--- src/rtl/core/sule_pkg.sv ---
// Package for the sorted unique list engine.
// Holds payload widths, the operation codes and the per-cell control struct.
// No dependencies.
package sule_pkg;

  localparam int ACTION_W = 2;
  localparam int VALUE_W  = 32;
  localparam int SLOT_W   = 7;
  localparam int COUNT_W  = 7;

  // Operation carried by one input item
  typedef enum logic [ACTION_W-1:0] {
    ACT_INSERT   = 2'd0,
    ACT_REMOVE   = 2'd1,
    ACT_FIND     = 2'd2,
    ACT_RETRIEVE = 2'd3
  } action_t;

  // Update command broadcast to every cell
  typedef struct packed {
    logic ins;   // shift up from the insert point, key lands there
    logic rem;   // shift down from the matching entry
  } cell_ctrl_t;

endpackage

--- src/rtl/core/sule_cell.sv ---
// One slot of the sorted list: holds an entry, compares it with the key and
// takes its neighbor's entry on insert or remove. Depends on sule_pkg.
module sule_cell #(
  parameter int DEPTH      = 64,
  parameter int ITEM_WIDTH = 32,
  parameter int IDX        = 0
) (
  input  logic                                 clk,
  input  sule_pkg::cell_ctrl_t                 ctrl,
  input  logic [ITEM_WIDTH-1:0]                key,
  input  logic [sule_pkg::SLOT_W-1:0]          slot,
  input  logic                                 vld,
  input  logic                                 prev_lt,
  input  logic [ITEM_WIDTH-1:0]                prev_data,
  input  logic [ITEM_WIDTH-1:0]                next_data,
  output logic                                 lt,
  output logic                                 eq,
  output logic [ITEM_WIDTH-1:0]                data,
  output logic [ITEM_WIDTH-1:0]                rd_data
);
  import sule_pkg::*;

  localparam int CNT_W = $clog2(DEPTH + 1);
  localparam int SEL_W = (CNT_W > SLOT_W) ? CNT_W : SLOT_W;

  logic [ITEM_WIDTH-1:0] data_r;
  logic [ITEM_WIDTH-1:0] data_nxt;
  logic                  sel;

  assign data = data_r;

  // Signed compare against the broadcast key, only for held entries
  assign lt = vld && ($signed(data_r) < $signed(key));
  assign eq = vld && (data_r == key);

  // Retrieve select: this cell sits at 1-based position IDX+1
  assign sel     = (SEL_W'(slot) == SEL_W'(IDX + 1));
  assign rd_data = sel ? data_r : '0;

  // Shift rules: cells at or past the insert/remove point move
  always_comb begin
    data_nxt = data_r;
    if (ctrl.ins && !lt) begin
      data_nxt = prev_lt ? key : prev_data;
    end else if (ctrl.rem && !lt) begin
      data_nxt = next_data;
    end
  end

  always_ff @(posedge clk) begin
    data_r <= data_nxt;
  end

endmodule

--- config.mk ---
export PLATFORM = sky130hd
export DESIGN_NAME = sule_cell
export DESIGN_NICKNAME = d
export VERILOG_FILES = /design/src/rtl/core/sule_pkg.sv /design/src/rtl/core/sule_cell.sv
export SDC_FILE = /design/constraint.sdc
export NUM_CORES = 1
export LEC_CHECK = 0
export BUFFER_PORTS_ARGS = -buffer_cell sky130_fd_sc_hd__buf_2
export CAP_MARGIN = 25
export CORE_UTILIZATION = 44
export CTS_CLUSTER_DIAMETER = 120
export DETAILED_ROUTE_END_ITERATION = 12
export GPL_TIMING_DRIVEN = 1
export PLACE_DENSITY = 0.79
export SLEW_MARGIN = 20
export SYNTH_ARGS = -nofsm -noshare
export SYNTH_HDL_FRONTEND = slang
export SYNTH_SLANG_ARGS = --single-unit
export TNS_END_PERCENT = 10
--- constraint.sdc ---
create_clock -name clk -period 4.3 [get_ports clk]
set_input_delay 0 -clock clk [delete_from_list [all_inputs] [get_ports clk]]
set_output_delay 0 -clock clk [all_outputs]
set_load 0.02 [all_outputs]
==> results of run 1 <==
## power groups by stage
stage,combinational [mW],sequential (mW),clock (mW)
after CTS,0.511,0.487,0.229
after floorplan,0.256,0.565,0
final,0.505,0.485,0.221
after global placement,0.494,0.487,0
after global routing,0.557,0.493,0.239
after detailed placement,0.508,0.493,0
## cells by family after synthesis
family	Yosys count	share of synthesized area (%)
multiplexers	64	25.6
AND/OR/NAND/NOR	64	13.0
buffers and inverters	43	6.54
adder cells (fa/ha/maj)	32	14.2
flip-flops	32	34.2
AO/OA/AOI/OAI	28	6.45
## through the flow
stage          utilization (%)  instances  power (mW)  instance area [µm²]  worst slack, ns
3_3_place_gp              62.1        503       0.982                 3740             1.08
5_1_grt                   63.4        511        1.29                 3820            0.826
2_1_floorplan                -        263       0.820                 2810            0.373
3_5_place_dp              62.1        503        1.00                 3740             1.00
4_1_cts                   63.4        511        1.23                 3820            0.983
6_report                  63.4        511        1.21                 3820             1.01
## how the worst max path moves through the flow
stage,endpoint,slack (ns),cells past startpoint
after floorplan,data[0],0.37,7
after global placement,data[14],1.08,7
after detailed placement,data[23],1.0,8
after CTS,data[23],0.98,8
after global routing,data[0],0.83,7
final,data[14],1.01,8
## worst max-delay path, stage by stage (launching register included)
cell      delay (ns)
edfxtp_1        0.41
ha_1            0.32
a21oi_1         0.17
o21ai_0         0.15
a221o_1         0.38
or3_4           0.38
o211ai_4        0.46
buf_4           0.38
mux2_2          0.37
## placed cells by master, fill, tap and decap left out, types with 2 or more instances in the layout
master	count
nor2_1	5
and2_1	32
buf_4	2
clkbuf_1	2
a21oi_1	15
edfxtp_1	32
buf_2	173
inv_1	33
nand3_1	2
nand4_1	5
nor4_1	2
mux2_1	2
mux2_2	62
nand2_1	11
o21ai_0	6
clkbuf_8	5
ha_1	32
## layout make-up
type,count,area [µm²]
fill,542,2200
clock buffer,7,76.3
sequential,32,961
inverter,33,124
tap,75,93.8
timing repair buffer,175,881
multi-input combinational,188,1680
clock inverter,1,3.75
## layer usage
metal | track usage, % | share of wire, %
met5 | 0 | 0
met4 | 7.89 | 1.5
met3 | 3.22 | 5.0
met2 | 38.9 | 52
met1 | 25.3 | 42
==> impl_metrics.ini, run 1 <==
[status]
status = completed

[clock_network]
cts.path.max_buffers = 2
clock-sinks = 32
cts_hold_buf = 0
cts_repair_resize_count = 0
tritoncts_clock_tree = built
clkTransAtPathRegs_ns = 0.07
clkLatencyLatePin_ns = 0.28
cts_post_setup_buffers_inserted = 0
ctsHtreeMaxLevel = 2
root_buffer = clkbuf_8
clock_buffers_created_by_tritoncts = 5

[final_layout]
largest_reg_flops = 32
finalNetCount = 575
final_layout_size_suffix_gt1_share_pct = 56.9
antenna_cells = 0
synthesis_to_layout_area_growth_pct = 35.9

[detailed_routing]
first_pass_iteration_count_of_the_detailed_router = 4
drt-vias-per-instance = 4.92
count_of_antenna_violating_nets_left_after_detailed_routing = 0
drt_first_iter_violations = 24
remaining_drc_errors = 0
finalWirelength_mm = 7.41
detail_route.wl_per_cell_um = 14.5
vias = 2514

[worst_hold_path]
min_path_cells = 2
hold_start = next_data[5]
timing.hold.worst_endpoint = data[5]
timing.hold.worst.class = input pin to flip-flop

[global_route]
globalRouteTotalUtil_pct = 21.5
grt_overflow_total = 0
largest_net_degree_at_the_start_of_global_routing = 33
via_count_of_the_first_global_routing_pass = 2392
first_pass_grt_wire_length_mm = 10.8
antenna_found_initial = 0

[logic_synthesis]
synth.ff_latch_count = 32
yosys.cell_count.top_type = mux2_2
synthFlopType = edfxtp_1
post_synth_inst_count = 263
synthesis.yosys.warnings = 0
synth_seq_area_share_pct = 34.2
avgSynthCellArea_um2 = 10.7
synth_common_cells = 62 x mux2_2, 33 x inv_1, 32 x and2_1, 32 x edfxtp_1, 32 x ha_1
netlist-cell-type-count = 28
post_synth_main_area_contributors = edfxtp_1 34%, mux2_2 25%, ha_1 14%, and2_1 7.1%, inv_1 4.4%
yosys_top_cell_area_share_pct = 34.2
synth_top_area_cell = edfxtp_1
synthesis.nets = 403
synth_enable_flop_cells = 32
synth-async-reset-ratio_pct = 0
post_synth_instance_area_mm2 = 0.00281

[floorplan]
core_area_mm2 = 0.00603
io_pins = 174
dieArea_mm2 = 0.00672
initial_utilization_pct = 46.7
die-height_um = 82.0
chip_width_um = 82.0
row_count = 28

[setup_path]
regToRegStartpoint = data[19]
cp-end-kind = flip-flop
cp.arrival_ns = 3.32
reg2reg_setup_slack_ns = 1.01
worst_r2r_endpoint = data[14]
required_ns = 4.33
critical_path.max_fanout = 19
worstRegToRegCells = 8
worstSetupStartpoint = data[19]
worstSetupPathType = flip-flop to flip-flop
critPathLaunchType = flip-flop

[power]
netSwitchingPower_mw = 0.439
clock_power_share_pct = 18.3
power_leakage_nw = 1.98
cellPowerDensity_mw_per_mm2 = 317
share_comb_of_total_power_pct = 41.7
power_switching_share_pct = 36.3
irDropWorstVdd_v = 0.000187
internal_power_mw = 0.772
power.sequential.fraction_pct = 40.1

[sta]
finalWorstPathRequiredPeriod_ns = 3.29
finalCritPeriodShare_pct = 76.6
clock.fmax_mhz = 304
maxSlewHeadroom_pct = 37.5
fin_worst_skew_ns = 0.00402
max_slew.worst_pin.slew_ns = 0.935
unrepaired_setup_endpoints_after_global_routing = no
hold-worst-slack_ns = 0.0191
finalHoldViolCount = 0
setup-violations-final = 0
setup_total_negative_slack_ns = 0
finalMaxSlewViolations = 0

[place]
gp_congestion = 0.828
place.port_buffers = 173
dpl.hpwl_mm = 5.95

[run]
max_cap_viol_count = 0
Power figures use the tool's default switching activity.
==> run 2: changes to the inputs <==
==> constraint.sdc (replaced) <==
create_clock -name clk -period 3.25 [get_ports clk]
set_input_delay 0 -clock clk [delete_from_list [all_inputs] [get_ports clk]]
set_output_delay 0 -clock clk [all_outputs]
set_load 0.02 [all_outputs]
==> run 2 against run 1 <==
Against the previous run: routed wire length up 1.1%; largest power group unchanged; count of clock-buffer cells in the layout decreased by 2; setup slack worse by 0.63 ns.
==> impl_metrics.ini, run 2 (synthesized netlist as in run 1, its figures left out) <==
[clock_network]
tritoncts_clock_tree = built
clock_buffers_created_by_tritoncts = 5
clkTransAtPathRegs_ns = 0.07
cts.path.max_buffers = 2
cts_post_setup_buffers_inserted = 0
root_buffer = clkbuf_8
clkLatencyLatePin_ns = 0.28
ctsHtreeMaxLevel = 2
cts_repair_resize_count = 0
cts_hold_buf = 0
clock-sinks = 32

[setup_path]
worst_r2r_endpoint = data[5]
cp-end-kind = flip-flop
critPathLaunchType = flip-flop
worstSetupStartpoint = data[31]
worstPathCellList = ha_1, nand4_1, nor4_1, a221o_1, or3_4, o211ai_4, buf_4, mux2_1
worstSetupPathType = flip-flop to flip-flop
required_ns = 3.27
cpMaxStageDelayCell = edfxtp_1
regToRegStartpoint = data[31]
reg2reg_setup_slack_ns = 0.38
worstRegToRegCells = 8
critical_path.max_fanout = 18
cp.arrival_ns = 2.89
destination_of_the_critical_timing_path = data[5]
worst_path_largest_cell_delay_ns = 0.43

[power]
power.sequential.fraction_pct = 39.8
clock_power_share_pct = 17.6
cellPowerDensity_mw_per_mm2 = 419
internal_power_mw = 1.02
power_switching_share_pct = 36.6
power_leakage_nw = 2.00
irDropWorstVdd_v = 0.000227
total_power_mw = 1.61
share_comb_of_total_power_pct = 42.6
netSwitchingPower_mw = 0.590

[global_route]
groute.layer.met3.usage_pct = 3.11
largest_net_degree_at_the_start_of_global_routing = 33
globalRouteTotalUtil_pct = 22.5
grt_overflow_total = 0
first_pass_grt_wire_length_mm = 11.5
antenna_found_initial = 0
via_count_of_the_first_global_routing_pass = 2596
met2_capacity_usage_during_global_routing_pct = 43.0
grt.met1_usage_pct = 25.6
globalRoute.busiestLayer = met2

[final_layout]
mostFrequentLayoutCell = buf_2
multi_input_comb_area_mm2 = 0.00168
largest_reg_flops = 32
finalNetCount = 579
layout.cells.most_common_list = 173 x buf_2, 62 x mux2_2, 33 x inv_1
antenna_cells = 0
final_layout_size_suffix_gt1_share_pct = 57.4
synthesis_to_layout_area_growth_pct = 36.8
n_fill_cell = 508
post-route-util_pct = 63.8
regArea_um2 = 961

[sta]
finalHoldViolCount = 0
clock.fmax_mhz = 348
finalMaxSlewViolations = 0
maxSlewHeadroom_pct = 48.9
finalWorstPathRequiredPeriod_ns = 2.87
max_slew.worst_pin.slew_ns = 0.767
finalCritPeriodShare_pct = 88.3
setup_total_negative_slack_ns = 0
fin_worst_skew_ns = 0.00795
unrepaired_setup_endpoints_after_global_routing = no
setup-violations-final = 0

[worst_hold_path]
min_path_cells = 2
timing.hold.worst.class = input pin to flip-flop

[floorplan]
chip_width_um = 82.0
core_area_mm2 = 0.00603
die-height_um = 82.0
io_pins = 174
initial_utilization_pct = 46.7
row_count = 28
dieArea_mm2 = 0.00672

[run]
max_cap_viol_count = 0

[detailed_routing]
first_pass_iteration_count_of_the_detailed_router = 4
drt_first_iter_violations = 117
vias = 2572
drt-vias-per-instance = 5.00
remaining_drc_errors = 0
count_of_antenna_violating_nets_left_after_detailed_routing = 0
detail_route.wl_per_cell_um = 14.6
finalWirelength_mm = 7.49

[place]
dpl.hpwl_mm = 6.27
gp_congestion = 0.821
place.port_buffers = 173

[status]
status = completed
==> run 2: changes by cell type in the layout (fill, tap and decap cells not counted) <==
cell and delta:
clkinv_1 +1, buf_4 +4, clkbuf_1 -2
==> run 2: critical path: cells and delay by family (launching register included) <==
| family | cells | cell delay (ns) |
|---|---|---|
| fa+ha+maj | 1 | 0.37 |
| compound gates | 2 | 0.50 |
| buf+inv | 1 | 0.29 |
| mux | 1 | 0.36 |
| simple gates | 3 | 0.65 |
| flops | 1 | 0.43 |
==> run 2: layer usage <==
layer  routed length [µm]  vias up
li1                     -     1288
met1                 2960     1167
met2                 4000      106
met3                  416       11
met4                  117        0
met5                    0        -
==> run 2: final cells by class <==
| cell class | instances | area share [%] |
|---|---|---|
| clock buffer | 5 | 1.79 |
| clock inverter | 2 | 0.195 |
| inverter | 33 | 3.22 |
| multi-input combinational | 188 | 43.7 |
| sequential | 32 | 25.0 |
| tap | 75 | 2.44 |
| timing repair buffer | 179 | 23.7 |
==> run 2: stage by stage <==
stage | hold slack [ns] | setup slack (ns) | cell area, µm² | std cells
6_report | 0.0206 | 0.379 | 3850 | 514
5_1_grt | 0.0205 | 0.214 | 3850 | 514
4_1_cts | 0.0105 | 0.367 | 3850 | 514
3_5_place_dp | 0.305 | 0.388 | 3770 | 507
3_3_place_gp | 0.293 | 0.447 | 3770 | 507
2_1_floorplan | 0.204 | 0.133 | 2820 | 263
==> run 2: power by group through the flow <==
| stage | clock network, mW | logic (mW) | registers, mW |
|---|---|---|---|
| finish | 0.284 | 0.688 | 0.642 |
| global route | 0.309 | 0.760 | 0.654 |
| CTS | 0.297 | 0.693 | 0.642 |
| floorplan | 0 | 0.342 | 0.745 |
| detailed placement | 0 | 0.690 | 0.651 |
| global placement | 0 | 0.668 | 0.645 |
==> run 2: worst min path at each step <==
stage | from | endpoint | slack (ns)
finish | next_data[18] | data[18] | 0.02
global route | next_data[23] | data[23] | 0.02
CTS | next_data[13] | data[13] | 0.01
detailed placement | next_data[16] | data[16] | 0.30
global placement | next_data[5] | data[5] | 0.29
floorplan | next_data[5] | data[5] | 0.20
